--- src/hw/rtl/assert_macros.svh ---
// Assertion macros shared by the button click classifier RTL.
// Needs no other file; bcc_step includes it to check its own logic.
`ifndef ASSERT_MACROS_SVH
`define ASSERT_MACROS_SVH
`ifndef SYNTH
// Check a property on the rising edge of clk_i, off while rst_ni is low.
`define BCC_ASSERT(lbl, prop) \
  lbl: assert property (@(posedge clk_i) disable iff (!rst_ni) prop) \
    else $error("bcc assertion failed");
// Check a property on a named clock and active-low reset.
`define BCC_ASSERT_CLK(lbl, clk, rstn, prop) \
  lbl: assert property (@(posedge clk) disable iff (!rstn) prop) \
    else $error("bcc assertion failed");
`else
`define BCC_ASSERT(lbl, prop)
`define BCC_ASSERT_CLK(lbl, clk, rstn, prop)
`endif
`endif

--- src/hw/rtl/bcc_pkg.sv ---
// Types, codes and reset constants of the button click classifier.
// Used by bcc_cfg_regs, bcc_step and button_click_classifier; depends on nothing.
package bcc_pkg;

  // Default width of the hold counter.
  localparam int unsigned HoldCountBitsDef = 10;

  // Machine phase codes.
  localparam logic [1:0] PH_IDLE     = 2'd0;
  localparam logic [1:0] PH_DEBOUNCE = 2'd1;
  localparam logic [1:0] PH_HELD     = 2'd2;

  // Bit positions of the pending event flags.
  localparam int unsigned EvSingleBit = 0;
  localparam int unsigned EvDoubleBit = 1;
  localparam int unsigned EvLongBit   = 2;

  // Configuration register indexes.
  localparam logic [2:0] CFG_CLICK_GAP  = 3'd0;
  localparam logic [2:0] CFG_LONG_PRESS = 3'd1;
  localparam logic [2:0] CFG_EN_SINGLE  = 3'd2;
  localparam logic [2:0] CFG_EN_DOUBLE  = 3'd3;
  localparam logic [2:0] CFG_EN_LONG    = 3'd4;

  // Register reset values.
  localparam logic [7:0] ClickGapReset  = 8'd20;
  localparam logic [9:0] LongPressReset = 10'd80;

  // One input item: sampled level and acknowledge mask.
  typedef struct packed {
    logic       key_down;
    logic [2:0] ack_mask;
  } in_item_t;

  // One result item: pending flags and phase after the tick.
  typedef struct packed {
    logic       single_pending;
    logic       double_pending;
    logic       long_pending;
    logic [1:0] key_phase;
  } out_item_t;

  // Current configuration as seen by the update logic.
  typedef struct packed {
    logic [7:0] click_gap_ticks;
    logic [9:0] long_press_ticks;
    logic       enable_single;
    logic       enable_double;
    logic       enable_long;
  } cfg_t;

endpackage

--- src/hw/rtl/button_click_classifier.sv ---
// Top level of the button click classifier: input register, update, result register.
// Depends on bcc_pkg, bcc_cfg_regs and bcc_step.
//
//   channel  | valid / ready            | payload
//   ---------+--------------------------+-----------------------------
//   in       | in_valid_i / in_ready_o  | in_item_i  (in_item_t)
//   out      | out_valid_o / out_ready_i| out_item_o (out_item_t)
//   cfg      | cfg_valid_i / cfg_ready_o| cfg_index_i, cfg_data_i
//
// An item passes through the input register and then the result register;
// one item is taken every cycle while the output is not stalled.
// The state update happens as an item moves from the input register to the
// result register, so a stalled output holds the state with it.
// Reset clears the valid bits and puts the machine in idle, locked.
// Configuration writes are always taken.
module button_click_classifier
  import bcc_pkg::*;
#(
  parameter int unsigned HOLD_COUNT_BITS = HoldCountBitsDef
) (
  input  logic      clk_i,
  input  logic      rst_ni,
  input  logic      in_valid_i,
  output logic      in_ready_o,
  input  in_item_t  in_item_i,
  output logic      out_valid_o,
  input  logic      out_ready_i,
  output out_item_t out_item_o,
  input  logic       cfg_valid_i,
  output logic       cfg_ready_o,
  input  logic [2:0] cfg_index_i,
  input  logic [9:0] cfg_data_i
);

  cfg_t      cfg;
  logic      in_valid_q;
  in_item_t  in_item_q;
  logic      out_valid_q;
  out_item_t out_item_q;
  out_item_t result;
  logic      advance;
  logic      step;

  bcc_cfg_regs u_cfg (
    .clk_i       (clk_i),
    .rst_ni      (rst_ni),
    .cfg_valid_i (cfg_valid_i),
    .cfg_ready_o (cfg_ready_o),
    .cfg_index_i (cfg_index_i),
    .cfg_data_i  (cfg_data_i),
    .cfg_o       (cfg)
  );

  // The result register can take a new item when empty or being drained.
  assign advance    = !out_valid_q || out_ready_i;
  assign step       = in_valid_q && advance;
  assign in_ready_o = !in_valid_q || advance;

  bcc_step #(
    .HOLD_COUNT_BITS (HOLD_COUNT_BITS)
  ) u_step (
    .clk_i    (clk_i),
    .rst_ni   (rst_ni),
    .step_i   (step),
    .item_i   (in_item_q),
    .cfg_i    (cfg),
    .result_o (result)
  );

  // Input register control.
  always_ff @(posedge clk_i or negedge rst_ni) begin
    if (!rst_ni) begin
      in_valid_q <= 1'b0;
    end else if (in_ready_o) begin
      in_valid_q <= in_valid_i;
    end
  end

  // Input register payload.
  always_ff @(posedge clk_i) begin
    if (in_ready_o && in_valid_i) begin
      in_item_q <= in_item_i;
    end
  end

  // Result register control.
  always_ff @(posedge clk_i or negedge rst_ni) begin
    if (!rst_ni) begin
      out_valid_q <= 1'b0;
    end else if (advance) begin
      out_valid_q <= in_valid_q;
    end
  end

  // Result register payload.
  always_ff @(posedge clk_i) begin
    if (step) begin
      out_item_q <= result;
    end
  end

  assign out_valid_o = out_valid_q;
  assign out_item_o  = out_item_q;

endmodule

--- src/hw/rtl/bcc_cfg_regs.sv ---
// Configuration register file of the button click classifier.
// Depends on bcc_pkg for the register indexes, reset values and cfg_t.
module bcc_cfg_regs
  import bcc_pkg::*;
(
  input  logic       clk_i,
  input  logic       rst_ni,
  input  logic       cfg_valid_i,
  output logic       cfg_ready_o,
  input  logic [2:0] cfg_index_i,
  input  logic [9:0] cfg_data_i,
  output cfg_t       cfg_o
);

  cfg_t cfg_q;

  // Writes are always taken.
  assign cfg_ready_o = 1'b1;

  // Register writes; unknown indexes are ignored.
  always_ff @(posedge clk_i or negedge rst_ni) begin
    if (!rst_ni) begin
      cfg_q.click_gap_ticks  <= ClickGapReset;
      cfg_q.long_press_ticks <= LongPressReset;
      cfg_q.enable_single    <= 1'b1;
      cfg_q.enable_double    <= 1'b0;
      cfg_q.enable_long      <= 1'b0;
    end else if (cfg_valid_i) begin
      case (cfg_index_i)
        CFG_CLICK_GAP:  cfg_q.click_gap_ticks  <= cfg_data_i[7:0];
        CFG_LONG_PRESS: cfg_q.long_press_ticks <= cfg_data_i;
        CFG_EN_SINGLE:  cfg_q.enable_single    <= cfg_data_i[0];
        CFG_EN_DOUBLE:  cfg_q.enable_double    <= cfg_data_i[0];
        CFG_EN_LONG:    cfg_q.enable_long      <= cfg_data_i[0];
        default: ;
      endcase
    end
  end

  assign cfg_o = cfg_q;

endmodule

--- src/hw/rtl/bcc_step.sv ---
// Click classifier state and its one-tick update logic.
// Depends on bcc_pkg and assert_macros.svh.
`include "assert_macros.svh"
module bcc_step
  import bcc_pkg::*;
#(
  parameter int unsigned HOLD_COUNT_BITS = HoldCountBitsDef
) (
  input  logic      clk_i,
  input  logic      rst_ni,
  input  logic      step_i,
  input  in_item_t  item_i,
  input  cfg_t      cfg_i,
  output out_item_t result_o
);

  // Compare width for the hold counter against the long press threshold.
  localparam int unsigned CmpW = (HOLD_COUNT_BITS > 10) ? HOLD_COUNT_BITS : 10;

  logic [1:0]                 phase_q, phase_d;
  logic [8:0]                 gap_q, gap_d;
  logic [HOLD_COUNT_BITS-1:0] hold_q, hold_d;
  logic                       lock_q, lock_d;
  logic [2:0]                 pend_q, pend_d;

  logic [8:0]                 gap_limit;
  logic [8:0]                 gap_inc;
  logic [8:0]                 gap_full;
  logic [HOLD_COUNT_BITS-1:0] hold_inc;

  // Shared terms: saturating gap count, the gap value that ends a window and the saturating hold count.
  always_comb begin
    gap_limit = {1'b0, cfg_i.click_gap_ticks};
    gap_full  = gap_limit + 9'd1;
    gap_inc   = (gap_q <= gap_limit) ? gap_q + 9'd1 : gap_q;
    hold_inc  = (&hold_q) ? hold_q : hold_q + HOLD_COUNT_BITS'(1);
  end

  // Next state for one tick; acknowledges are applied first.
  always_comb begin
    phase_d = phase_q;
    gap_d   = gap_q;
    hold_d  = hold_q;
    lock_d  = lock_q;
    pend_d  = pend_q & ~item_i.ack_mask;
    case (phase_q)
      PH_IDLE: begin
        if (item_i.key_down) begin
          phase_d = PH_DEBOUNCE;
        end
        gap_d = gap_inc;
        // A lone click is reported once the gap window has run out.
        if (!lock_q && (gap_inc > gap_limit)) begin
          pend_d[EvSingleBit] = 1'b1;
          lock_d              = 1'b1;
        end
      end
      PH_DEBOUNCE: begin
        if (item_i.key_down) begin
          phase_d = PH_HELD;
          lock_d  = 1'b0;
        end else begin
          phase_d = PH_IDLE;
        end
        gap_d = gap_inc;
      end
      PH_HELD: begin
        if (!item_i.key_down) begin
          // Release: classify the click unless already reported.
          phase_d = PH_IDLE;
          hold_d  = '0;
          if (!lock_q) begin
            if (cfg_i.enable_double && (gap_q <= gap_limit)) begin
              pend_d[EvDoubleBit] = 1'b1;
              gap_d               = gap_full;
              lock_d              = 1'b1;
            end else if (cfg_i.enable_single && !cfg_i.enable_double) begin
              pend_d[EvSingleBit] = 1'b1;
              lock_d              = 1'b1;
            end else begin
              gap_d = '0;
            end
          end
        end else if (!lock_q && cfg_i.enable_long) begin
          // Still held: count toward a long press.
          hold_d = hold_inc;
          if (CmpW'(hold_inc) >= CmpW'(cfg_i.long_press_ticks)) begin
            pend_d[EvLongBit] = 1'b1;
            gap_d             = gap_full;
            lock_d            = 1'b1;
          end
        end
      end
      default: ;
    endcase
  end

  // State registers advance once per tick.
  always_ff @(posedge clk_i or negedge rst_ni) begin
    if (!rst_ni) begin
      phase_q <= PH_IDLE;
      gap_q   <= '0;
      hold_q  <= '0;
      lock_q  <= 1'b1;
      pend_q  <= '0;
    end else if (step_i) begin
      phase_q <= phase_d;
      gap_q   <= gap_d;
      hold_q  <= hold_d;
      lock_q  <= lock_d;
      pend_q  <= pend_d;
    end
  end

  // The result is the state after this tick.
  assign result_o.single_pending = pend_d[EvSingleBit];
  assign result_o.double_pending = pend_d[EvDoubleBit];
  assign result_o.long_pending   = pend_d[EvLongBit];
  assign result_o.key_phase      = phase_d;

  // The lock only opens on entering the held phase.
  `BCC_ASSERT(a_unlock_in_held, $fell(lock_q) |-> (phase_q == PH_HELD))
  // The hold counter is clear outside the held phase.
  `BCC_ASSERT(a_hold_only_held, (hold_q != '0) |-> (phase_q == PH_HELD))
  // Pending flags only change on a tick.
  `BCC_ASSERT(a_pend_on_step, !step_i |=> $stable(pend_q))

endmodule
--- config.mk ---
export PLATFORM = sky130hd
export DESIGN_NAME = button_click_classifier
export DESIGN_NICKNAME = d
export VERILOG_FILES = /design/src/hw/rtl/bcc_pkg.sv /design/src/hw/rtl/button_click_classifier.sv /design/src/hw/rtl/bcc_cfg_regs.sv /design/src/hw/rtl/bcc_step.sv
export VERILOG_INCLUDE_DIRS = /design/src /design/src/hw/rtl
export SDC_FILE = /design/constraint.sdc
export NUM_CORES = 1
export LEC_CHECK = 0
export BUFFER_PORTS_ARGS = -buffer_cell sky130_fd_sc_hd__buf_2
export CAP_MARGIN = 5
export CORE_AREA = 2 2 94 96
export CTS_BUF_LIST = sky130_fd_sc_hd__clkbuf_8
export DETAILED_ROUTE_END_ITERATION = 10
export DIE_AREA = 0 0 96 98
export HOLD_SLACK_MARGIN = 0.1
export SYNTH_ARGS = -nofsm -noshare
export SYNTH_HDL_FRONTEND = slang
export SYNTH_HIERARCHICAL = 1
export SYNTH_SLANG_ARGS = --single-unit
export TNS_END_PERCENT = 5
--- constraint.sdc ---
create_clock -name clk_i -period 4.4 [get_ports clk_i]
set_input_delay 1.1 -clock clk_i [delete_from_list [all_inputs] [get_ports clk_i]]
set_output_delay 1.1 -clock clk_i [all_outputs]
set_load 0.01 [all_outputs]
Yosys cells after proc, flatten, opt, wreduce, memory -nomap -nowiden
Index checks and enable logic that the tools add are counted.
Widths: inputs -> output; s select.
Word-level totals
  register bits after elaboration: 57
  input bits: 22
  output and inout port bits: 8
  logic and storage cells: 100
Cells by class
  add/subtract/negate cells: 3
  order comparisons: 3
  equality and inequality tests: 13
  mux-type cells: 35
  bitwise gates (word level): 2
  reductions and logical operators: 26
Operators with widths (count)
  $mux 9: 7
  $mux 10: 3
  $pmux 9 s2: 1
  $mux 1: 15
  $mux 2: 6
  $reduce_and 6->1: 2
  $add 10x1->10 const B: 1
  $ge 10x10->1: 1
  $reduce_and 10->1: 1
  $reduce_and 2->1: 5
  $add 8x1->9 const B: 1
  $add 9x1->9 const B: 1
  $gt 9x8->1: 1
  $le 9x8->1: 1
  $eq 3x2->1 const B: 2
  $logic_and 1x1->1: 6
  $ne 3x2->1 const B: 2
  $pmux 2 s3: 1
  $logic_not 1->1: 4
  $ne 2x1->1 const B: 2
  $ne 4x3->1 const B: 1
  $and 3x3->3: 1
  $eq 3x1->1 const B: 1
  $eq 3x3->1 const B: 1
  other kinds (14): 15

Logic depth before layout (Yosys ltp)
  depth in word-level cells: 7
  gate-level depth with buffers: 17

Modules after synthesis
Netlist, hierarchy kept.
By module, submodules not included
  bcc_step: times used 1, cells each 307, area each 2491.1 um^2
  bcc_cfg_regs: times used 1, cells each 50, area each 852.1 um^2
  button_click_classifier: times used 1, cells each 17, area each 374.1 um^2

Worst setup path before layout
OpenSTA, ideal clock, no wires.
  path kind: register -> register
  start point: reg u_cfg.cfg_q, in the netlist u_cfg/cfg_o[17]
  end point: reg u_step.lock_q
  library setup time: 80 ps
  data arrival time: 3451 ps
  data required time: 4320 ps
  slack: 869 ps
  stages on the path, launching flop included: 17
  path buffers: 0
  clock period less this slack: 3531 ps
  path through: dfstp_2 inv_1 ha_1 nand4_1 o22ai_1 a2111oi_4 o21ai_4 nor2_1 xor2_1 ha_1 a21o_1 a21oi_1 o211ai_1 a21oi_1 o21ai_1 or3_1 a32o_1
Between the ends
  cells in the longest elaborated chain, start to end: 6
  elaborated cells on any way between the ends: 11
  classes of those cells: order compare (2); eq/ne (1); mux (5); reduce/logical (3)
Ends and longest elaborated chain
  start, declared: line bcc_cfg_regs.sv:15  | cfg_t cfg_q;
  $le 9x8->1: line bcc_step.sv:35, bcc_step.sv:73
  $mux 9 / $logic_and 1x1->1 (equally long branches): line bcc_step.sv:35, bcc_step.sv:73
  $gt 9x8->1 / $mux 1 (equally long branches): line bcc_step.sv:53, bcc_step.sv:73
  $logic_and 1x1->1 / $mux 1 (equally long branches): line bcc_step.sv:53, bcc_step.sv:72
  $ne 2x1->1 (no line) / $mux 1 (equally long branches)
  $reduce_and 6->1 (no line) / $pmux 1 s3 (equally long branches)
  end signal, assigned: line bcc_step.sv:110  | lock_q <= lock_d;
  end, declared: line bcc_step.sv:23  | logic lock_q, lock_d;
Several ways; a longest one is shown, not always the timed one.
A chain may end at the register's enable or synchronous reset.

Worst setup path after layout
Same ends and word-level chain as after synthesis.

==> impl_results.html <==
<table>
<tr><th>Metric</th><th>Value</th></tr>
<tr><th colspan="2">Status</th></tr>
<tr><td>Outcome</td><td>completed</td></tr>
<tr><th colspan="2">Die</th></tr>
<tr><td>I/O pin total</td><td>30</td></tr>
<tr><td>Die span in y</td><td>between 90 and 100 um</td></tr>
<tr><td>Core outline area</td><td>between 0.008 and 0.009 mm2</td></tr>
<tr><td># rows</td><td>34</td></tr>
<tr><td>Starting Density</td><td>0.439</td></tr>
<tr><td>Die W</td><td>roughly 96 um</td></tr>
<tr><td>DIE AREA</td><td>about 0.0094 mm2</td></tr>
<tr><th colspan="2">Layout</th></tr>
<tr><td>Filler Cells Inserted</td><td>about 800</td></tr>
<tr><td>Area occupied by multi-input gates</td><td>a little over 0.002 mm2</td></tr>
<tr><td>Number of standard cells in the final layout excluding fillers</td><td>~500</td></tr>
<tr><td>Area added between synthesis and finish</td><td>12.0%</td></tr>
<tr><td>FF/Latch Area</td><td>0.00148 mm2</td></tr>
<tr><td>Layout cell share with drive strength beyond 1</td><td>0.216</td></tr>
<tr><td>Layout net count</td><td>around 450</td></tr>
<tr><td>Final instance area</td><td>roughly 0.0042 mm2</td></tr>
<tr><td>Final antenna diode count</td><td>0</td></tr>
<tr><td>Core Util, Final</td><td>0.492</td></tr>
<tr><th colspan="2">Min path</th></tr>
<tr><td>Critical hold path startpoint</td><td>u_step/pend_q[1]$_DFFE_PN0P_</td></tr>
<tr><td>Endpoint with the worst hold slack</td><td>u_step/pend_q[1]$_DFFE_PN0P_</td></tr>
<tr><td>Worst hold-check path type</td><td>reg2reg</td></tr>
<tr><td>Hold path cells</td><td>2</td></tr>
<tr><th colspan="2">Setup path</th></tr>
<tr><td>Endpoint of the lowest-slack register-to-register path</td><td>u_step/lock_q$_DFFE_PN1P_</td></tr>
<tr><td>Worst Path Arrival</td><td>between 4000 and 5000 ps</td></tr>
<tr><td>Worst-path cell with the longest stage delay</td><td>sky130_fd_sc_hd__dfstp_2</td></tr>
<tr><td>Sequence of cells on the critical path</td><td>inv_1 &gt; ha_1 &gt; nand4_1 &gt; o22ai_1 &gt; a2111oi_4 &gt; or2_1 &gt; nand2_1 &gt; xnor2_1 &gt; ha_1 &gt; nand3_1 &gt; nor2_1 &gt; a32oi_1 &gt; a21oi_1 &gt; o21ai_1 &gt; or3_1 &gt; a32o_1</td></tr>
<tr><td>Kind of capture point of the worst setup path</td><td>flop</td></tr>
<tr><td>Startpoint of the worst register-to-register path</td><td>u_cfg/cfg_o[17]$_DFFE_PN1P_</td></tr>
<tr><td>Slack of the worst reg-to-reg path</td><td>~490 ps</td></tr>
<tr><td>Length in cells of the worst reg-to-reg path</td><td>16</td></tr>
<tr><td>Critical Path Most Common Cell</td><td>sky130_fd_sc_hd__ha_1</td></tr>
<tr><td>Top fanout value on the critical path</td><td>9</td></tr>
<tr><td>Required time at the worst-slack endpoint</td><td>roughly 4700 ps</td></tr>
<tr><td>Critical path startpoint category</td><td>flop</td></tr>
<tr><td>Family of cells with the greatest summed delay on the critical path</td><td>simple AND/OR/NAND/NOR gates</td></tr>
<tr><td>Largest incremental delay on the critical path</td><td>a little under 600 ps</td></tr>
<tr><td>Critical path class</td><td>reg2reg</td></tr>
<tr><td>Buf/Inv on CP</td><td>1</td></tr>
<tr><td>Critical Path Start</td><td>u_cfg/cfg_o[17]$_DFFE_PN1P_</td></tr>
<tr><th colspan="2">Yosys</th></tr>
<tr><td>Ys Warns</td><td>6</td></tr>
<tr><td>Cell with the most instances after synthesis</td><td>sky130_fd_sc_hd__dfrtp_1</td></tr>
<tr><td>Synth top area cells</td><td>sky130_fd_sc_hd__dfrtp_1 (28%), sky130_fd_sc_hd__ha_1 (9.8%), sky130_fd_sc_hd__edfxtp_1 (7.3%)</td></tr>
<tr><td>Post-synthesis net count</td><td>~430</td></tr>
<tr><td>Sequential element share of the synthesized area</td><td>0.398</td></tr>
<tr><td>Async set-reset flop share out of synthesis</td><td>0.842</td></tr>
<tr><td>Mean instance size in the synthesized netlist</td><td>roughly 9.9 um2</td></tr>
<tr><td>Most numerous cell types in the synthesized netlist</td><td>sky130_fd_sc_hd__dfrtp_1 (42), sky130_fd_sc_hd__nand2_1 (32), sky130_fd_sc_hd__inv_1 (30)</td></tr>
<tr><td>Area fraction of the dominant cell type after synthesis</td><td>0.283</td></tr>
<tr><td>Library cells used by synthesis</td><td>63</td></tr>
<tr><td>Number of storage elements in the synthesis netlist</td><td>57</td></tr>
<tr><td>Number of synthesized flops with an enable pin</td><td>9</td></tr>
<tr><td>Most used flip-flop cell after synthesis</td><td>sky130_fd_sc_hd__dfrtp_1</td></tr>
<tr><td>Post-Synthesis Cell Area</td><td>between 0.003 and 0.004 mm2</td></tr>
<tr><td>Gate count after technology mapping</td><td>about 370</td></tr>
<tr><td>Cell taking the most area after synthesis</td><td>sky130_fd_sc_hd__dfrtp_1</td></tr>
<tr><th colspan="2">Route</th></tr>
<tr><td>Total Routed Length</td><td>between 8000 and 9000 um</td></tr>
<tr><td>First drt pass iteration count</td><td>4</td></tr>
<tr><td>Total number of vias</td><td>just under 3,000</td></tr>
<tr><td>Starting DRT DRC Count</td><td>105</td></tr>
<tr><td>DRC violations left</td><td>0</td></tr>
<tr><td>Vias per cell</td><td>about 5.7</td></tr>
<tr><td>Average wire per cell in the routed design</td><td>approximately 17 um</td></tr>
<tr><td>Post-route antenna net violation count</td><td>0</td></tr>
<tr><th colspan="2">Pwr</th></tr>
<tr><td>Power, Total</td><td>2.36 mW</td></tr>
<tr><td>Power per cell area</td><td>between 500 and 600 mW/mm2</td></tr>
<tr><td>Max rail drop VDD</td><td>~0.20 mV</td></tr>
<tr><td>Leakage</td><td>1.86 nW</td></tr>
<tr><th colspan="2">GRT</th></tr>
<tr><td>Total routing resource utilization after global routing</td><td>0.196</td></tr>
<tr><td>Vias in the first global route</td><td>~2,900</td></tr>
<tr><td>Initial antenna violation count</td><td>0</td></tr>
<tr><td>Maximum number of pins on one net before global-route repair</td><td>36</td></tr>
<tr><td>First-pass GRT wire length</td><td>roughly 14,000 um</td></tr>
<tr><td>Residual overflow from global routing</td><td>0</td></tr>
<tr><th colspan="2">Timing</th></tr>
<tr><td>Slew at the pin closest to its max-slew limit</td><td>875 ps</td></tr>
<tr><td>Minimum hold slack</td><td>between 400 and 500 ps</td></tr>
<tr><td>Count of pins over their slew limit</td><td>0</td></tr>
<tr><td>Final setup violation count</td><td>0</td></tr>
<tr><td>Max Fclk</td><td>0.255 GHz</td></tr>
<tr><td>Crit share post-route</td><td>0.890</td></tr>
<tr><td>RSZ-0062 raised after global routing</td><td>no</td></tr>
<tr><td>Number of failing hold endpoints at the final stage</td><td>0</td></tr>
<tr><td>Setup slack of the critical path after layout</td><td>approximately 490 ps</td></tr>
<tr><td>Total negative slack for setup checks</td><td>0 ps</td></tr>
<tr><td>Max-slew headroom at the worst pin</td><td>0.414</td></tr>
<tr><td>Final clock skew</td><td>approximately 14 ps</td></tr>
<tr><td>Tmin final</td><td>slightly below 4000 ps</td></tr>
<tr><th colspan="2">Clock network</th></tr>
<tr><td>H-tree levels</td><td>3</td></tr>
<tr><td>Clock tree from TritonCTS</td><td>yes</td></tr>
<tr><td>Maximum number of buffers from clock root to sink</td><td>2</td></tr>
<tr><td>CTS buffer count</td><td>9</td></tr>
<tr><td>Clock sink total</td><td>57</td></tr>
<tr><td>Buffers inserted by post-CTS timing repair</td><td>0</td></tr>
<tr><td>Clock insertion delay at the later pin of the skew report</td><td>between 300 and 400 ps</td></tr>
<tr><td>Post-cts hold buffer count</td><td>0</td></tr>
<tr><td>Clock-pin transition on the worst setup and hold timing paths</td><td>~70 ps</td></tr>
<tr><td>Cell chosen for the clock root</td><td>sky130_fd_sc_hd__clkbuf_8</td></tr>
<tr><td>Quantity of gates resized following cts</td><td>0</td></tr>
<tr><th colspan="2">Placement</th></tr>
<tr><td>Detailed-placement wirelength estimate</td><td>between 6000 and 7000 um</td></tr>
<tr><td>Cell Area, Placed</td><td>a little under 0.004 mm2</td></tr>
<tr><td>Weighted congestion at the end of routability-driven global placement</td><td>about 0.94</td></tr>
<tr><td>Placed cell count</td><td>around 500</td></tr>
<tr><td>Setup slack at placement</td><td>around 510 ps</td></tr>
<tr><td>Number of buffers added on ports</td><td>28</td></tr>
<tr><th colspan="2">Run</th></tr>
<tr><td>Max-cap check violation count</td><td>0</td></tr>
</table>
cell type report:
type	count	share of cell area
Inverter	30	0.0271
Clock inverter	7	0.0210
Multi-Input combinational cell	273	0.495
Sequential cell	57	0.355
Timing Repair Buffer	31	0.0391
Clock buffer	9	0.0298
Tap cell	108	0.0325
cells in the final DEF, fill, tap and decap left out, types with 11 or more instances in the layout:
cell type and n:
sky130_fd_sc_hd__nand3_1 14, sky130_fd_sc_hd__dfrtp_1 42, sky130_fd_sc_hd__ha_1 29, sky130_fd_sc_hd__mux2_2 23
sky130_fd_sc_hd__o21ai_0 27, sky130_fd_sc_hd__inv_1 31, sky130_fd_sc_hd__a21oi_1 15, sky130_fd_sc_hd__xnor2_1 13
sky130_fd_sc_hd__nor2_1 11, sky130_fd_sc_hd__buf_2 28, sky130_fd_sc_hd__nand2_1 32
power by group:
part           switching [mW]  leakage [nW]  internal, mW
Clock                   0.226         0.114         0.315
Combinational           0.545          1.07         0.433
Sequential              0.166         0.682         0.672
Total                   0.937          1.86          1.42
worst reg2reg max path, stage by stage (launching register included):
cell and delay (ps):
sky130_fd_sc_hd__dfstp_2 580, sky130_fd_sc_hd__inv_1 80, sky130_fd_sc_hd__ha_1 350, sky130_fd_sc_hd__nand4_1 130
sky130_fd_sc_hd__o22ai_1 130, sky130_fd_sc_hd__a2111oi_4 420, sky130_fd_sc_hd__or2_1 400, sky130_fd_sc_hd__nand2_1 180
sky130_fd_sc_hd__xnor2_1 160, sky130_fd_sc_hd__ha_1 290, sky130_fd_sc_hd__nand3_1 110, sky130_fd_sc_hd__nor2_1 120
sky130_fd_sc_hd__a32oi_1 110, sky130_fd_sc_hd__a21oi_1 120, sky130_fd_sc_hd__o21ai_1 110, sky130_fd_sc_hd__or3_1 320
sky130_fd_sc_hd__a32o_1 250
flip-flops by register name (all words and copies together) (netlist names):
| name | count |
|---|---|
| in_valid_q | 1 |
| u_step/pend_q | 3 |
| out_item_o | 5 |
| u_cfg/cfg_o | 21 |
| in_item_q | 4 |
| u_step/hold_q | 10 |
| out_valid_o | 1 |
| u_step/gap_q | 9 |
| u_step/phase_q | 2 |
| u_step/lock_q | 1 |
logic make-up after synthesis:
logic type / after synthesis / synth area share
AO/OA/AOI/OAI: 90 / 0.169
AND/OR/NAND/NOR: 109 / 0.165
buffers and inverters: 44 / 0.0491
flip-flops: 57 / 0.398
other: 1 / 0.00101
adder cells (fa/ha/maj): 29 / 0.0976
XOR/XNOR: 17 / 0.0401
multiplexers: 27 / 0.0804
worst max path at each step:
stage                                      endpoint  slack [ps]  depth (start not counted)
final                     u_step/lock_q$_DFFE_PN1P_         490                         16
after global routing      u_step/lock_q$_DFFE_PN1P_         140                         16
after CTS                 u_step/lock_q$_DFFE_PN1P_         500                         16
after detailed placement  u_step/lock_q$_DFFE_PN1P_         510                         16
after global placement    u_step/lock_q$_DFFE_PN1P_         610                         16
after floorplan           u_step/lock_q$_DFFE_PN1P_         870                         16
layer usage:
metal  routed length (um)  track usage  up-vias
li1                     -            -     1427
met1                 3900        0.271     1409
met2                 4070        0.303       76
met3                  369       0.0309       11
met4                  167       0.0868        0
met5                    0            0        -
(Power assumes the default switching activity.)
